===== config.mk =====
export PLATFORM = sky130hd
export DESIGN_NAME = avtp_audio_stream_rx_tracker
export DESIGN_NICKNAME = d
export VERILOG_FILES = /design/src/avtp_rx_pkg.sv /design/src/avtp_audio_stream_rx_tracker.sv
export SDC_FILE = /design/constraint.sdc
export NUM_CORES = 2
export LEC_CHECK = 0
export ABC_AREA = 1
export BUFFER_PORTS_ARGS = -buffer_cell sky130_fd_sc_hd__buf_4
export CORE_MARGIN = 1.5
export CORE_UTILIZATION = 35
export DETAILED_ROUTE_END_ITERATION = 12
export PLACE_DENSITY_LB_ADDON = 0.05
export SYNTH_ARGS = -nofsm -noshare
export SYNTH_HDL_FRONTEND = slang
export SYNTH_SLANG_ARGS = --single-unit

===== constraint.sdc =====
create_clock -name i_clk -period 30.8 [get_ports i_clk]
set_clock_uncertainty 0.1 [all_clocks]
set_input_delay 6.16 -clock i_clk [delete_from_list [all_inputs] [get_ports i_clk]]
set_output_delay 6.16 -clock i_clk [all_outputs]
set_load 0.02 [all_outputs]

===== src/avtp_rx_pkg.sv =====
`timescale 1ns / 1ps
// ----------------------------------------------------------------------------
// AVTP audio stream receive tracker - shared types and constants
// Word layouts for both channels, command codes and internal stage snapshot.
// ----------------------------------------------------------------------------
package avtp_rx_pkg;

    localparam int SEQ_W    = 32;
    localparam int TS_W     = 64;
    localparam int CNT_W    = 32;
    localparam int SAMP_W   = 32;
    localparam int SCNT_W   = 16;
    localparam int PERIOD_W = 20;
    localparam int PROD_W   = SAMP_W + PERIOD_W;

    typedef enum logic [1:0] {
        CMD_HEADER  = 2'd0,
        CMD_ADVANCE = 2'd1,
        CMD_CLEAR   = 2'd2
    } t_cmd;

    typedef struct packed {
        t_cmd                command;
        logic [SEQ_W-1:0]    sequence_number;
        logic                timestamp_valid;
        logic [TS_W-1:0]     avtp_timestamp;
        logic [TS_W-1:0]     grandmaster_id;
        logic [TS_W-1:0]     arrival_time;
        logic [SCNT_W-1:0]   sample_delta;
    } t_in_word;

    typedef struct packed {
        logic [TS_W-1:0]     presentation_time;
        logic                have_timestamp;
        logic                master_changed;
        logic [CNT_W-1:0]    packets_seen;
        logic [CNT_W-1:0]    gaps_seen;
        logic [CNT_W-1:0]    stamp_updates;
        logic [TS_W-1:0]     last_arrival;
    } t_out_word;

    // tracker state as seen just after one word's update
    typedef struct packed {
        logic [TS_W-1:0]     stamp;
        logic [SAMP_W-1:0]   samples;
        logic                have_ts;
        logic                mchg;
        logic [CNT_W-1:0]    pkts;
        logic [CNT_W-1:0]    gaps;
        logic [CNT_W-1:0]    upds;
        logic [TS_W-1:0]     arrival;
    } t_snap;

endpackage


===== src/avtp_audio_stream_rx_tracker.sv =====
`timescale 1ns / 1ps
// ----------------------------------------------------------------------------
// AVTP audio stream receive tracker
// Per-stream sequence, timestamp and grandmaster bookkeeping for AAF receive.
// ----------------------------------------------------------------------------
// Usage
//   Input channel  : i_in_valid / o_in_stall / i_in_word. A word is taken on
//                    a rising edge with valid high and stall low. Commands are
//                    packet header, advance samples and clear.
//   Output channel : o_out_valid / i_out_stall / o_out_word. Exactly one
//                    result word per input word, in order.
//   Config         : i_cfg_we / i_cfg_data writes the sample period (ns);
//                    only while the block is idle.
// Path     : an accepted word passes r_s1, r_s2 and then the output register
//   r_out, which drives o_out_valid and o_out_word.
// Throughput: one word per cycle while no stall holds the pipe. Tracker state updates at acceptance, so
//   back-to-back headers see each other's effect; the result then passes a
//   multiply stage (samples x period) and an add stage (stamp + product).
// Stall    : each stage holds while the one after it is full and stuck, so
//   up to three words sit in the pipe under a held output stall before
//   o_in_stall rises.
// Reset    : synchronous, active low. Clears tracker state, the sample period
//   and all stage valids; the pipe is empty afterwards.
// ----------------------------------------------------------------------------
module avtp_audio_stream_rx_tracker (
    input  logic                               i_clk,
    input  logic                               i_rst_n,
    input  logic                               i_in_valid,
    output logic                               o_in_stall,
    input  avtp_rx_pkg::t_in_word              i_in_word,
    output logic                               o_out_valid,
    input  logic                               i_out_stall,
    output avtp_rx_pkg::t_out_word             o_out_word,
    input  logic                               i_cfg_we,
    input  logic [avtp_rx_pkg::PERIOD_W-1:0]   i_cfg_data
);
    import avtp_rx_pkg::*;

    // tracker state
    logic [SEQ_W-1:0]    r_prev_seq,  n_prev_seq;
    logic [TS_W-1:0]     r_prev_gm,   n_prev_gm;
    t_snap               r_st,        n_st;
    logic [PERIOD_W-1:0] r_period;

    // pipeline
    logic                r_s1_v, r_s2_v, r_out_v;
    t_snap               r_s1, r_s2;
    logic [PROD_W-1:0]   r_s2_prod;
    t_out_word           r_out;

    logic en_out, en_s2, en_s1, in_acc, not_first;
    logic [PROD_W-1:0] n_prod;
    logic [TS_W-1:0]   n_ptime;

    // stage advance: a stage moves if empty or the next one is moving
    assign en_out = !r_out_v || !i_out_stall;
    assign en_s2  = !r_s2_v  || en_out;
    assign en_s1  = !r_s1_v  || en_s2;
    assign in_acc = i_in_valid && en_s1;

    assign o_in_stall  = !en_s1;
    assign o_out_valid = r_out_v;
    assign o_out_word  = r_out;

    assign not_first = (r_st.pkts != '0);

    // state update for the incoming word
    always_comb begin
        n_prev_seq = r_prev_seq;
        n_prev_gm  = r_prev_gm;
        n_st       = r_st;
        if (in_acc) begin
            unique case (i_in_word.command)
                CMD_HEADER: begin
                    if (not_first && (i_in_word.sequence_number != r_prev_seq + 1'b1)) begin
                        n_st.gaps = r_st.gaps + 1'b1;
                    end
                    n_prev_seq   = i_in_word.sequence_number;
                    n_st.arrival = i_in_word.arrival_time;
                    if (i_in_word.timestamp_valid) begin
                        n_st.stamp   = i_in_word.avtp_timestamp;
                        n_st.samples = '0;
                        n_st.have_ts = 1'b1;
                        n_st.upds    = r_st.upds + 1'b1;
                        if (not_first && (i_in_word.grandmaster_id != r_prev_gm)) begin
                            n_st.mchg = 1'b1;
                        end
                        n_prev_gm = i_in_word.grandmaster_id;
                    end
                    n_st.pkts = r_st.pkts + 1'b1;
                end
                CMD_ADVANCE: begin
                    n_st.samples = r_st.samples
                                 + {{(SAMP_W-SCNT_W){1'b0}}, i_in_word.sample_delta};
                end
                CMD_CLEAR: begin
                    n_prev_seq = '0;
                    n_prev_gm  = '0;
                    n_st       = '0;
                end
                default: begin
                    // unused code: state left unchanged
                end
            endcase
        end
    end

    assign n_prod  = {{PERIOD_W{1'b0}}, r_s1.samples} * {{SAMP_W{1'b0}}, r_period};
    assign n_ptime = r_s2.have_ts
                   ? r_s2.stamp + {{(TS_W-PROD_W){1'b0}}, r_s2_prod}
                   : '0;

    // control and state
    always_ff @(posedge i_clk) begin
        if (!i_rst_n) begin
            r_prev_seq <= '0;
            r_prev_gm  <= '0;
            r_st       <= '0;
            r_period   <= '0;
            r_s1_v     <= 1'b0;
            r_s2_v     <= 1'b0;
            r_out_v    <= 1'b0;
        end else begin
            r_prev_seq <= n_prev_seq;
            r_prev_gm  <= n_prev_gm;
            r_st       <= n_st;
            if (i_cfg_we) begin
                r_period <= i_cfg_data;
            end
            if (en_s1) begin
                r_s1_v <= i_in_valid;
            end
            if (en_s2) begin
                r_s2_v <= r_s1_v;
            end
            if (en_out) begin
                r_out_v <= r_s2_v;
            end
        end
    end

    // payload stages
    always_ff @(posedge i_clk) begin
        if (in_acc) begin
            r_s1 <= n_st;
        end
        if (en_s2 && r_s1_v) begin
            r_s2      <= r_s1;
            r_s2_prod <= n_prod;
        end
        if (en_out && r_s2_v) begin
            r_out.presentation_time <= n_ptime;
            r_out.have_timestamp    <= r_s2.have_ts;
            r_out.master_changed    <= r_s2.mchg;
            r_out.packets_seen      <= r_s2.pkts;
            r_out.gaps_seen         <= r_s2.gaps;
            r_out.stamp_updates     <= r_s2.upds;
            r_out.last_arrival      <= r_s2.arrival;
        end
    end

endmodule


# [Yosys cells after proc, flatten, opt, wreduce, memory -nomap -nowiden]
# Index checks and enable logic that the tools add are counted.
[word_totals] reg_bits=1139 out_inout_bits=228 elab_cells=78 inputBits=268
[op_classes] add_sub_neg=6 mul=1 n_mux=11 reduce_logical=18 eq_ne=5
[op_table] op="162-bit one-hot mux with 2 select lines" count=1
[op_table] op="258-bit two-way mux" count=1
[op_table] op="64-bit one-hot mux with 2 select lines" count=2
[op_table] op="32-bit by 1-bit adder with 32-bit output (second input constant)" count=4
[op_table] op="98-bit two-way mux" count=1
[op_table] op="32-bit one-hot mux with 3 select lines" count=1
[op_table] op="64-bit by 52-bit adder with 64-bit output" count=1
[op_table] op="32-bit two-way mux" count=2
[op_table] op="64-bit two-way mux" count=1
[op_table] op="64-bit != test" count=1
[op_table] op="32-bit one-hot mux with 2 select lines" count=1
[op_table] op="32-bit by 20-bit multiplier with 52-bit output" count=1
[op_table] op="32-bit by 16-bit adder with 32-bit output" count=1
[op_table] op="32-bit != test" count=1
[op_table] op="32-bit nonzero test" count=1
[op_table] op="1-bit logical AND" count=5
[op_table] op="1-bit logical NOT" count=5
[op_table] op="1-bit logical OR" count=3
[op_table] op="3-bit AND reduction" count=1
[op_table] op="2-bit by 1-bit equality test with 1-bit output (second input constant)" count=1
[op_table] op="2-bit equality test (second input constant)" count=1
[op_table] op="2-bit logical NOT" count=1
[op_table] op="2-bit != test (second input constant)" count=1
[op_table] op="2-bit AND reduction" count=1
[op_table] op="other kinds (2)" count=2

# [Logic depth before layout (Yosys ltp)]
[depth] word_depth=6 mapped_depth=29 ltp_nobuf=27

# [Worst setup path before layout]
# OpenSTA, ideal clock, no wires.
[synth_path] kind="in2reg" start="in i_out_stall" end="reg r_out (netlist bit o_out_word[0]) (enable)" path_buffers=0 setup_slack_ps=14129 t_arrival_ps=15749 setup_time_ps=822 path_stages=3 t_required_ps=29878 cell_sequence="nand2_1 inv_2 nor2_1"
[synth_between] elab_chain_len=3
[synth_rtl] element="start: declaration" line_no="avtp_audio_stream_rx_tracker.sv:32" source="input logic i_out_stall,"
[synth_rtl] element="1-bit logical NOT" line_no="avtp_audio_stream_rx_tracker.sv:56" source="assign en_out = !r_out_v || !i_out_stall;"
[synth_rtl] element="1-bit logical OR" line_no="avtp_audio_stream_rx_tracker.sv:56"
[synth_rtl] element="1-bit logical AND" line_no="avtp_audio_stream_rx_tracker.sv:151" source="if (en_out && r_s2_v) begin"
[synth_rtl] element="end: declaration" line_no="avtp_audio_stream_rx_tracker.sv:49" source="t_out_word r_out;"
# No other way between the ends.
# A chain may end at the register's enable or synchronous reset.

# [Worst setup path in the final report]
[layout_path] start="in i_out_stall" end="out o_in_stall"
[layout_between] elab_chain_len=5
[layout_rtl] element="1-bit logical NOT" line_no="avtp_audio_stream_rx_tracker.sv:56"
[layout_rtl] element="1-bit logical OR" line_no="avtp_audio_stream_rx_tracker.sv:56"
[layout_rtl] element="1-bit logical OR" line_no="avtp_audio_stream_rx_tracker.sv:57" source="assign en_s2 = !r_s2_v || en_out;"
[layout_rtl] element="1-bit logical OR" line_no="avtp_audio_stream_rx_tracker.sv:58" source="assign en_s1 = !r_s1_v || en_s2;"
[layout_rtl] element="1-bit logical NOT" line_no="avtp_audio_stream_rx_tracker.sv:61" source="assign o_in_stall = !en_s1;"
[layout_rtl] element="end: declaration" line_no="avtp_audio_stream_rx_tracker.sv:29" source="output logic o_in_stall,"
# No other way between the ends.

==> results.toml <==
[die]
core_area_um2 = 195400
die-area_um2 = 199700
initial_core_util_pct = 35.29
die_x_um = 446.9
num_io_pins = 496
die_y_um = 446.9
row_count = 162

[synth]
yosys.area_share.simple_pct = 16.05
synth_edf_count = 762
syn_avg_cell_area_um2 = 9.030
synth_top_family_by_area = "adder cells"
netlist_top_cells_area = "edfxtp_1, fa_1, dfxtp_1"
synth_mux_area_share_pct = 0
yosysSeqAreaShare_pct = 44.12
ys.flop_type = "edfxtp_1"
synth_xor_area_share_pct = 1.791
synthArstFlopShare_pct = 0
synth_nets = 8678
yosys_register_bits = 1139
synth-adder-area-share_pct = 19.88
syn_area_um2 = 68960
yosysWarnings = 0
synth.largest_area_cell = "edfxtp_1"
synth-compound-area-share_pct = 7.036
yosysUniqueCellTypes = 51
synthCells = 7637
synth_top_area_share_pct = 33.18

[clock_network]
cts_buffer_depth = 3
postCtsSetupRepairBufs = 0
ctsRootBufferMaster = "clkbuf_16"
holdBufCountCts = 0
cts_tree = "yes"
clk_pin_slew_worst_paths_ps = 60
cts_num_sinks = 1139
cts_repair_resize_count = 0
cts_made_buffers = 136
clk_latency_ps = 780
htree_levels = 4

[finish]
layout.cells.non_filler = 10800
fin_util_pct = 40.91
mostFrequentLayoutCell = "inv_1"
layout-drive-gt1-share_pct = 10.08
fin_nets = 9103
final_cell_mix = "inv_1, nand2_1, edfxtp_1, nor2_1, buf_4"
synthToLayoutAreaGrowth_pct = 15.91

[sta]
tns_ps = 0
maxSlewViolCount = 0
holdWs_ps = 295.0
period_needed_ps = 13000
slew_headroom_pct = 24.57
finalCritPeriodShare_pct = 42.21
rsz0062_at_grt = "false"
fmax_mhz = 76.92
worst_slew_pin_slew_ps = 1131
setup_viol = 0
hold_violations = 0

[min_path]
hp-class = "flop to flop"

[grt]
grt_max_degree = 139
antenna_found_initial = 6
track_usage_pct = 20.46
grt_remaining_overflow = 0
grt_pass1_wl_um = 311400
grt_pass1_vias = 51210

[routing]
avgViaCountPerCell = 4.707
detail-route-antenna-nets = 0
vias = 50830
remaining_drc_errors = 0
drt_first_pass_iters = 5
drt_iter0_drc = 2754
routed_wl_um = 204800
wl_per_cell_um = 18.97

[pwr]
ir_worst_vdd_uv = 73.61
pwr_density_cell_nw_per_um2 = 64.11
p_leak_nw = 36.02
finalPower_mw = 5.124

[worst_setup_path]
path_max_fanout = 3
path_common_cell = "buf_4"
path_cells = "buf_4, nand2_1, inv_2, nand3_2, inv_1, buf_4"
cp-start-kind = "input pin"
crit_arrival_ps = 6740
crit_type = "input pin to output port"
worst_ep_required_time_ps = 24540
slowest_delay_ps = 140
critPathSlowestCell = "buf_4"
cp-end-kind = "output port"

[placed_design]
portBuffers = 495
dp_cells = 10550
place_congestion = 0.8915
dpl.hpwl_um = 147300

[outcome]
outcome = "complete, no violations"

[flow_run]
cap_violations = 0
## critical path: cells and delay by family
kind | cells | cell delay, ps
buffers and inverters | 4 | 410
and+or+nand+nor | 2 | 170
## cells in the mapped netlist, drive strengths merged, types with 2 or more instances
cell type / count
and2: 9
o21ai: 224
and3: 4
clkinv: 2
o2111ai: 3
clkbuf: 256
edfxtp: 762
nand4: 75
nand3b: 8
a21boi: 3
o21a: 23
fa: 538
a21o: 10
a221oi: 3
nor4: 66
inv: 1757
nand2: 1483
a31oi: 32
o22ai: 133
o21bai: 18
o211ai: 5
nor3: 129
dfxtp: 377
nor2: 624
xnor2: 79
o221ai: 4
buf: 21
nand3: 252
o31ai: 2
ha: 235
a211oi: 12
a21oi: 403
or2: 14
xor2: 62
nor3b: 3
## final timing paths
path | from | endpoint | slack (ps) | cells past startpoint
worst min register to register | r_s1[250] | r_s2[250] | 290 | 0
worst min-delay path | r_s1[250] | r_s2[250] | 290 | 0
worst max register to register | r_s1[170] | r_s2_prod[47] | 23000 | 22
worst max-delay path | i_out_stall | o_in_stall | 17800 | 6
## area by class of cell
type,instances,area [µm²]
Antenna cell,2,5.005
Clock buffer,183,3807
Clock inverter,65,615.6
Fill cell,19790,115500
Inverter,1759,6626
Multi-Input combinational cell,4462,30900
Sequential cell,1139,30430
Tap cell,2624,3283
Timing Repair Buffer,564,4259
## per-layer routing
metal,vias to the layer above,track usage (%),share of wire [%]
met4,4,5.512,2.4
met1,24820,25.91,43
met3,240,3.004,4.2
met5,-,0,0.014
met2,969,36.22,51
li1,24790,-,-
## per-stage QoR
step	instance area, µm²	worst slack (ps)
3_5_place_dp	75510	17790
4_1_cts	79930	17790
3_3_place_gp	75510	17780
6_report	79930	17800
2_1_floorplan	68960	14130
5_1_grt	79930	17740
## power breakdown
part	switching, mW	internal (mW)
clock	0.663	0.917
combinational	1.13	0.596
sequential	0.0478	1.77
## logic make-up (layout without fill, tap and decap cells)
family | Yosys count | in the layout
XOR/XNOR | 141 | 141
flip-flops | 1139 | 1139
AND/OR/NAND/NOR | 2668 | 2668
other | 0 | 2
adder cells (fa/ha/maj) | 773 | 773
buffers and inverters | 2036 | 2571
AO/OA/AOI/OAI | 880 | 880
## registers in the layout, summed over array words and instances, names as in the netlist
register	cells
r_s1_v	1
r_s1	258
r_s2	226
r_prev_gm	64
r_s2_prod	52
o_out_valid	1
r_period	20
r_s2_v	1
r_st	258
r_prev_seq	32
o_out_word	226
Power figures use the tool's default switching activity.
